File: config.mk
export PLATFORM = sky130hd
export DESIGN_NAME = indexed_min_heap_queue
export DESIGN_NICKNAME = d
export VERILOG_FILES = /design/src/design/imhq_pkg.sv /design/src/design/imhq_ram.sv /design/src/design/indexed_min_heap_queue.sv
export SDC_FILE = /design/constraint.sdc
export NUM_CORES = 2
export LEC_CHECK = 0
export BUFFER_PORTS_ARGS = -buffer_cell sky130_fd_sc_hd__buf_2
export CAP_MARGIN = 40
export CORE_MARGIN = 10
export CORE_UTILIZATION = 35
export CTS_CLUSTER_SIZE = 8
export DETAILED_ROUTE_END_ITERATION = 10
export GPL_TIMING_DRIVEN = 0
export PLACE_DENSITY = 0.6
export SLEW_MARGIN = 30
export SYNTH_ARGS = -nofsm -noshare
export SYNTH_HDL_FRONTEND = slang
export SYNTH_SLANG_ARGS = --single-unit
File: constraint.sdc
create_clock -name clk_i -period 25.5 [get_ports clk_i]
set_input_delay 5.1 -clock clk_i [delete_from_list [all_inputs] [get_ports clk_i]]
set_output_delay 5.1 -clock clk_i [all_outputs]
set_load 0.005 [all_outputs]
File: src/design/imhq_pkg.sv
// Package for the indexed min-heap queue.
// Holds sizes, operation and status codes used by the design, its checker and the testbench.
package imhq_pkg;
  localparam int unsigned Capacity = 64;
  localparam int unsigned IdW      = 6;
  localparam int unsigned CntW     = $clog2(Capacity + 1);
  localparam int unsigned KeyW     = 32;
  localparam int unsigned StW      = 3;

  typedef enum logic [1:0] {
    OP_INSERT = 2'd0,
    OP_REMOVE = 2'd1,
    OP_CHANGE = 2'd2,
    OP_NOP    = 2'd3
  } op_e;

  typedef enum logic [StW-1:0] {
    ST_OK      = 3'd0,
    ST_FULL    = 3'd1,
    ST_EMPTY   = 3'd2,
    ST_ABSENT  = 3'd3,
    ST_PRESENT = 3'd4
  } status_e;
endpackage

File: src/design/imhq_ram.sv
// Generic single-write, single-read synchronous RAM with registered read data.
// Depends on nothing.
module imhq_ram #(
  parameter int unsigned Width = 8,
  parameter int unsigned Depth = 64
) (
  input  logic                     clk_i,
  input  logic                     we_i,
  input  logic [$clog2(Depth)-1:0] waddr_i,
  input  logic [Width-1:0]         wdata_i,
  input  logic [$clog2(Depth)-1:0] raddr_i,
  output logic [Width-1:0]         rdata_o
);
  logic [Width-1:0] mem_q [Depth];

  always_ff @(posedge clk_i) begin
    if (we_i) begin
      mem_q[waddr_i] <= wdata_i;
    end
    rdata_o <= mem_q[raddr_i];
  end
endmodule

File: src/design/indexed_min_heap_queue.sv
// Indexed binary min-heap priority queue, top level with the sift sequencer.
// Depends on imhq_pkg and imhq_ram.
//
// Usage: drive operation_i, element_i and priority_value_i and raise start;
// the item is taken at a rising edge where start is high and busy is low.
// Operations are insert, remove minimum and change priority; code three
// only reports the current state. Exactly one result beat follows each item,
// shown for one cycle with done_o high; the receiver cannot stall it.
// A rejected or trivial item goes straight to S_FIN. A sift climbs a level
// per pass through S_UP_RD, S_UP_PID and S_UP_CMP and descends one per pass
// through S_DN_RDL to S_DN_CMP, since each level reads the heap memory and
// then the priority memory through one read port each.
// busy stays high from acceptance through the result beat.
// Reset clears the count and the presence bits; the memories need no clearing
// because only live positions and present ids are ever read.
module indexed_min_heap_queue
  import imhq_pkg::*;
(
  input  logic                   clk_i,
  input  logic                   rst_ni,
  input  logic                   start,
  output logic                   busy,
  input  logic [1:0]             operation_i,
  input  logic [IdW-1:0]         element_i,
  input  logic signed [KeyW-1:0] priority_value_i,
  output logic                   done_o,
  output logic [IdW-1:0]         removed_element_o,
  output logic [StW-1:0]         status_o,
  output logic [IdW-1:0]         min_element_o,
  output logic                   min_valid_o,
  output logic [CntW-1:0]        element_count_o
);
  typedef enum logic [14:0] {
    S_IDLE    = 15'b000000000000001,
    S_CH_POS  = 15'b000000000000010,
    S_RM_LAST = 15'b000000000000100,
    S_RM_KEY  = 15'b000000000001000,
    S_RM_SET  = 15'b000000000010000,
    S_UP_RD   = 15'b000000000100000,
    S_UP_PID  = 15'b000000001000000,
    S_UP_CMP  = 15'b000000010000000,
    S_DN_RDL  = 15'b000000100000000,
    S_DN_RDR  = 15'b000001000000000,
    S_DN_PL   = 15'b000010000000000,
    S_DN_PR   = 15'b000100000000000,
    S_DN_CMP  = 15'b001000000000000,
    S_PLACE   = 15'b010000000000000,
    S_FIN     = 15'b100000000000000
  } state_e;

  state_e state_q, state_d;
  logic   out_q, out_d;

  logic [Capacity-1:0] present_q, present_d;
  logic [CntW-1:0]     count_q, count_d;
  logic [IdW-1:0]      pos_q, pos_d, cur_q, cur_d, pid_q, pid_d;
  logic [IdW-1:0]      lid_q, lid_d, rid_q, rid_d, removed_q, removed_d;
  logic [KeyW-1:0]     key_q, key_d, lkey_q, lkey_d;
  logic [StW-1:0]      status_q, status_d;
  logic                chg_q, chg_d;

  logic            heap_we, slot_we, prio_we;
  logic [IdW-1:0]  heap_waddr, heap_wdata, heap_raddr, heap_rdata;
  logic [IdW-1:0]  slot_waddr, slot_wdata, slot_raddr, slot_rdata;
  logic [IdW-1:0]  prio_raddr;
  logic [KeyW-1:0] prio_rdata;

  logic [CntW-1:0] left, right;
  logic            right_ok, pick_right;
  logic [IdW-1:0]  best_id;
  logic [KeyW-1:0] best_key;
  logic [IdW-1:0]  par;

  assign left       = {pos_q, 1'b1};
  assign right      = left + CntW'(1);
  assign right_ok   = right < count_q;
  assign par        = (pos_q - IdW'(1)) >> 1;
  assign pick_right = right_ok && ($signed(prio_rdata) < $signed(lkey_q));
  assign best_id    = pick_right ? rid_q : lid_q;
  assign best_key   = pick_right ? prio_rdata : lkey_q;

  imhq_ram #(.Width(IdW), .Depth(Capacity)) u_heap_ram (
    .clk_i  (clk_i),
    .we_i   (heap_we),
    .waddr_i(heap_waddr),
    .wdata_i(heap_wdata),
    .raddr_i(heap_raddr),
    .rdata_o(heap_rdata)
  );

  imhq_ram #(.Width(IdW), .Depth(Capacity)) u_slot_ram (
    .clk_i  (clk_i),
    .we_i   (slot_we),
    .waddr_i(slot_waddr),
    .wdata_i(slot_wdata),
    .raddr_i(slot_raddr),
    .rdata_o(slot_rdata)
  );

  imhq_ram #(.Width(KeyW), .Depth(Capacity)) u_prio_ram (
    .clk_i  (clk_i),
    .we_i   (prio_we),
    .waddr_i(element_i),
    .wdata_i(priority_value_i),
    .raddr_i(prio_raddr),
    .rdata_o(prio_rdata)
  );

  assign slot_raddr = element_i;

  always_comb begin
    state_d    = state_q;
    out_d      = 1'b0;
    present_d  = present_q;
    count_d    = count_q;
    pos_d      = pos_q;
    cur_d      = cur_q;
    pid_d      = pid_q;
    lid_d      = lid_q;
    rid_d      = rid_q;
    removed_d  = removed_q;
    key_d      = key_q;
    lkey_d     = lkey_q;
    status_d   = status_q;
    chg_d      = chg_q;
    heap_we    = 1'b0;
    slot_we    = 1'b0;
    prio_we    = 1'b0;
    heap_waddr = pos_q;
    heap_wdata = cur_q;
    slot_waddr = cur_q;
    slot_wdata = pos_q;
    heap_raddr = '0;
    prio_raddr = heap_rdata;

    unique case (state_q)
      S_IDLE: begin
        if (start && !busy) begin
          status_d  = ST_OK;
          removed_d = '0;
          cur_d     = element_i;
          key_d     = priority_value_i;
          chg_d     = 1'b0;
          state_d   = S_FIN;
          case (operation_i)
            OP_INSERT: begin
              if (present_q[element_i]) begin
                status_d = ST_PRESENT;
              end else if (count_q >= CntW'(Capacity)) begin
                status_d = ST_FULL;
              end else begin
                prio_we              = 1'b1;
                present_d[element_i] = 1'b1;
                pos_d                = count_q[IdW-1:0];
                count_d              = count_q + CntW'(1);
                state_d              = S_UP_RD;
              end
            end
            OP_REMOVE: begin
              if (count_q == '0) begin
                status_d = ST_EMPTY;
              end else begin
                count_d = count_q - CntW'(1);
                state_d = S_RM_LAST;
              end
            end
            OP_CHANGE: begin
              if (!present_q[element_i]) begin
                status_d = ST_ABSENT;
              end else begin
                prio_we = 1'b1;
                chg_d   = 1'b1;
                state_d = S_CH_POS;
              end
            end
            default: begin
            end
          endcase
        end
      end
      S_CH_POS: begin
        pos_d   = slot_rdata;
        state_d = S_UP_RD;
      end
      S_RM_LAST: begin
        removed_d              = heap_rdata;
        present_d[heap_rdata]  = 1'b0;
        heap_raddr             = count_q[IdW-1:0];
        state_d                = S_RM_KEY;
      end
      S_RM_KEY: begin
        cur_d   = heap_rdata;
        pos_d   = '0;
        state_d = S_RM_SET;
      end
      S_RM_SET: begin
        key_d   = prio_rdata;
        state_d = (count_q != '0) ? S_DN_RDL : S_FIN;
      end
      S_UP_RD: begin
        heap_raddr = par;
        if (pos_q == '0) begin
          state_d = chg_q ? S_DN_RDL : S_PLACE;
        end else begin
          state_d = S_UP_PID;
        end
      end
      S_UP_PID: begin
        pid_d   = heap_rdata;
        state_d = S_UP_CMP;
      end
      S_UP_CMP: begin
        if ($signed(key_q) < $signed(prio_rdata)) begin
          heap_we    = 1'b1;
          heap_wdata = pid_q;
          slot_we    = 1'b1;
          slot_waddr = pid_q;
          pos_d      = par;
          state_d    = S_UP_RD;
        end else begin
          state_d = chg_q ? S_DN_RDL : S_PLACE;
        end
      end
      S_DN_RDL: begin
        heap_raddr = left[IdW-1:0];
        state_d    = (left >= count_q) ? S_PLACE : S_DN_RDR;
      end
      S_DN_RDR: begin
        lid_d      = heap_rdata;
        heap_raddr = right[IdW-1:0];
        state_d    = S_DN_PL;
      end
      S_DN_PL: begin
        rid_d      = heap_rdata;
        prio_raddr = lid_q;
        state_d    = S_DN_PR;
      end
      S_DN_PR: begin
        lkey_d     = prio_rdata;
        prio_raddr = rid_q;
        state_d    = S_DN_CMP;
      end
      S_DN_CMP: begin
        if ($signed(best_key) < $signed(key_q)) begin
          heap_we    = 1'b1;
          heap_wdata = best_id;
          slot_we    = 1'b1;
          slot_waddr = best_id;
          pos_d      = pick_right ? right[IdW-1:0] : left[IdW-1:0];
          state_d    = S_DN_RDL;
        end else begin
          state_d = S_PLACE;
        end
      end
      S_PLACE: begin
        heap_we = 1'b1;
        slot_we = 1'b1;
        state_d = S_FIN;
      end
      S_FIN: begin
        out_d   = 1'b1;
        state_d = S_IDLE;
      end
      default: begin
        state_d = S_IDLE;
      end
    endcase
  end

  always_ff @(posedge clk_i or negedge rst_ni) begin
    if (!rst_ni) begin
      state_q   <= S_IDLE;
      out_q     <= 1'b0;
      present_q <= '0;
      count_q   <= '0;
    end else begin
      state_q   <= state_d;
      out_q     <= out_d;
      present_q <= present_d;
      count_q   <= count_d;
    end
  end

  always_ff @(posedge clk_i) begin
    pos_q     <= pos_d;
    cur_q     <= cur_d;
    pid_q     <= pid_d;
    lid_q     <= lid_d;
    rid_q     <= rid_d;
    removed_q <= removed_d;
    key_q     <= key_d;
    lkey_q    <= lkey_d;
    status_q  <= status_d;
    chg_q     <= chg_d;
  end

  assign busy              = (state_q != S_IDLE) || out_q;
  assign done_o            = out_q;
  assign removed_element_o = removed_q;
  assign status_o          = status_q;
  assign min_valid_o       = count_q != '0;
  assign min_element_o     = min_valid_o ? heap_rdata : '0;
  assign element_count_o   = count_q;
endmodule

==> reports/metrics.csv <==
stage,metric,value,unit
worst_setup_path,WP buf/inv,5,
placed_design,Placer Congestion,0.940,
timing,worst hold slack,493,ps
synthesis,"Seq/Total Area, Yosys",72.7,%
synthesis,Synth top cells by count,"edfxtp_1, mux2i_1, a211oi_1",
timing,final setup TNS,0,ps
cts,CTS resizes,0,
synthesis,synthesized area,0.125,sq mm
cts,H-tree Lvls,5,
timing,Final min period,10490,ps
pwr,Switch Pwr,4.47,mW
layout,Final #Nets,8815,
die,Die ar.,0.381,sq mm
route,DR vias/cell,5.54,
synthesis,syn_area_per_cell,15.6,sq um
worst_setup_path,"slowest stage cell, crit path",nor2_1,
cts,total CTS buffers,420,
worst_hold_path,Hold Path Class,register to register,
synthesis,Yosys reg bits,3051,
synthesis,most frequent cell after synthesis,edfxtp_1,
cts,CTS root buffer,clkbuf_16,
route,DR pass1 iterations,9,
worst_setup_path,CP arrival,11010,ps
cts,clk buf depth,4,
die,chip height,617,microns
layout,# fillers,31931,
layout,final design utilization,41.3,%
layout,Reg area,0.0907,sq mm
pwr,PwrDens,96.2,mW/mm^2
timing,Final Hold Viols,0,
route,drc violations,0,
job,Max-cap violations,0,
synthesis,ranking of synthesized cells by area,"edfxtp_1, mux2i_1, a211oi_1",
global_routing,first-pass GRT wire length,533000,microns
global_routing,vias in the first global route,74579,
worst_setup_path,r2r setup slk,15010,ps
worst_setup_path,CP Launch Type,register,
timing,Worst Tran Pin Value,1000,ps
global_routing,Overflow after GRT,0,
worst_hold_path,hold path start,u_prio_ram.rdata_o[3]$_DFF_P_,
die,Die X,617,microns
synthesis,share of the synthesized area in the top cell type,70.2,%
synthesis,ys async rst share,2.85,%
worst_setup_path,R2R depth,28,
worst_setup_path,maximum fanout along the worst path,28,
layout,Multi-input gate area,0.0322,sq mm
synthesis,"EDFF count, synth",2920,
placed_design,hpwl dp,264000,microns
die,row cnt,219,
worst_setup_path,Worst Path Required,26030,ps
worst_setup_path,"Largest stage delay, worst path",900,ps
layout,Area Overhead vs Synth,17.7,%
timing,Fmax achieved,95.4,MHz
layout,share of cells above drive strength 1,12.5,%
pwr,switching fraction of total power,31.6,%
worst_hold_path,Cells on Worst Hold Path,0,
status,status,completed,
cts,Post-CTS Hold Buffers,0,
pwr,Logic pwr share,24.4,%
timing,Worst Skew,71.3,ps
die,IO Count,68,
layout,fin area,0.147,sq mm
cts,clock latency on the worst-skew pair,950,ps
placed_design,placed cell areas,0.135,sq mm
pwr,VDD IR max,0.0598,mV
timing,relative slew slack,33.2,%
pwr,Int Power,9.68,mW
global_routing,initial antenna violation count,21,
synthesis,Post-Syn Nets,8142,
timing,Final Max Tran Viols,0,
timing,RSZ-0062 raised after global routing,false,
pwr,leak pwr,47.6,nW
route,DR WL/cell,27.7,microns
die,core area,0.356,sq mm
synthesis,Post-Syn Instances,7985,
route,Iter 0 DRT Violations,8786,
worst_setup_path,"Largest delay share family, worst path",compound AO/OA/AOI/OAI gates,
pwr,Reg power frac,40.5,%
worst_setup_path,RR Startpoint,heap_waddr[2]$_DFFE_PP_,
timing,fin crit share,41.1,%
cts,CTS tree,yes,
route,DR vias,75022,
worst_hold_path,Hold EP,lkey_q[3]$_DFFE_PN_,
synthesis,synth warn,0,
global_routing,largest net degree at the start of global routing,70,
synthesis,"Primary FF master, synth",edfxtp_1,
synthesis,"area leader, netlist",edfxtp_1,
cts,setup repair bufs after CTS,0,
worst_setup_path,CP Capture Type,register,
placed_design,I/O Buffers,66,
cts,CTS sink cnt,3051,
cts,clock transition at the registers of the reported paths,50,ps
global_routing,total track usage,18.9,%
route,post-route ant nets,0,
die,Initial Util,35.1,%
route,Post-Route WL,374000,microns
pwr,clock power share,35.1,%
worst_setup_path,critical path class,register to register,
synthesis,Netlist cell types,84,
timing,final setup violation count,0,
worst_setup_path,R2R Path End,u_slot_ram.mem_q[53][0]$_DFFE_PP_,
==> worst max-delay path by stage <==
| stage | startpoint | endpoint | depth (start not counted) |
|---|---|---|---|
| 2_1_floorplan | element_i[2] | u_prio_ram.mem_q[0][0]$_DFFE_PP_ | 13 |
| 3_3_place_gp | heap_waddr[0]$_DFFE_PP_ | u_slot_ram.mem_q[28][2]$_DFFE_PP_ | 25 |
| 4_1_cts | heap_waddr[2]$_DFFE_PP_ | u_slot_ram.mem_q[30][4]$_DFFE_PP_ | 28 |
| 3_5_place_dp | element_i[2] | u_prio_ram.mem_q[40][12]$_DFFE_PP_ | 15 |
| 5_1_grt | heap_waddr[2]$_DFFE_PP_ | u_slot_ram.mem_q[21][1]$_DFFE_PP_ | 28 |
| 6_report | heap_waddr[2]$_DFFE_PP_ | u_slot_ram.mem_q[53][0]$_DFFE_PP_ | 28 |
==> through the flow <==
stage / std cells / total power, mW / worst slack [ps]
CTS: 13505 / 14.2 / 15120
finish: 13531 / 14.1 / 15010
global route: 13527 / 14.6 / 14610
detailed placement: 12971 / 9.22 / 15180
global placement: 12802 / 9.12 / 9230
floorplan: 7985 / 7.73 / 16080
==> layer usage <==
layer | global-route usage [%] | routed length, microns | vias up
li1 | - | - | 32725
met1 | 24.7 | 151000 | 38120
met2 | 30.9 | 177000 | 3491
met3 | 4.00 | 31600 | 684
met4 | 7.03 | 15300 | 2
met5 | 0 | 13 | -
==> state kept, by name (all words and copies together), names as in the netlist, 7 cells and up <==
| register | cells |
|---|---|
| present_q | 64 |
| u_prio_ram.mem_q | 2048 |
| u_heap_ram.mem_q | 384 |
| key_q | 32 |
| u_slot_ram.mem_q | 384 |
| lkey_q | 32 |
| element_count_o | 7 |
| u_prio_ram.rdata_o | 32 |
| state_q | 15 |
==> kinds of logic after synthesis <==
| family | Yosys count | share of synthesized area (%) |
|---|---|---|
| flip-flops | 3051 | 72.7 |
| AO/OA/AOI/OAI | 1787 | 9.94 |
| AND/OR/NAND/NOR | 1294 | 5.24 |
| multiplexers | 1078 | 8.80 |
| buffers and inverters | 642 | 2.09 |
| adder cells (fa/ha/maj) | 114 | 1.15 |
| XOR/XNOR | 19 | 0.133 |
==> placed cells by master, fill, tap and decap left out, types with 65 or more instances in the layout <==
cell	n
a211o_1	98
a211oi_1	643
a21oi_1	343
a22oi_1	127
a31oi_1	69
buf_16	85
buf_2	169
clkbuf_1	402
clkbuf_16	426
dfrtp_1	86
edfxtp_1	2920
ha_1	113
inv_1	120
mux2_2	105
mux2i_1	966
nand2_1	306
nand3_1	69
nor2_1	253
nor2_4	65
nor2b_1	330
o211ai_1	75
o21ai_0	188
==> area by class of cell <==
class,count,area share (%)
Sequential cell,3051,61.7
Multi-Input combinational cell,4292,21.9
Clock buffer,512,7.47
Tap cell,4751,4.04
Timing Repair Buffer,251,2.78
Buffer,519,1.48
Inverter,123,0.317
Clock inverter,22,0.257
Antenna cell,10,0.0170
==> power by group through the flow <==
stage	Clock, mW	Combinational, mW	Sequential (mW)
5_1_grt	5.23	3.66	5.72
2_1_floorplan	0	1.95	5.78
3_3_place_gp	0	3.28	5.84
6_report	4.97	3.45	5.72
3_5_place_dp	0	3.41	5.81
4_1_cts	5.02	3.42	5.72
==> worst reg2reg max path: cells and delay by family (launching register included) <==
kind	cells	cell delay, ps
AOI/OAI and AO/OA	11	3220
xor gates and xnor gates	1	220
buffers and inverters	5	2310
DFF	1	800
and+or+nand+nor	9	3040
adders and majority gates	2	490
Power figures use the tool's default switching activity.
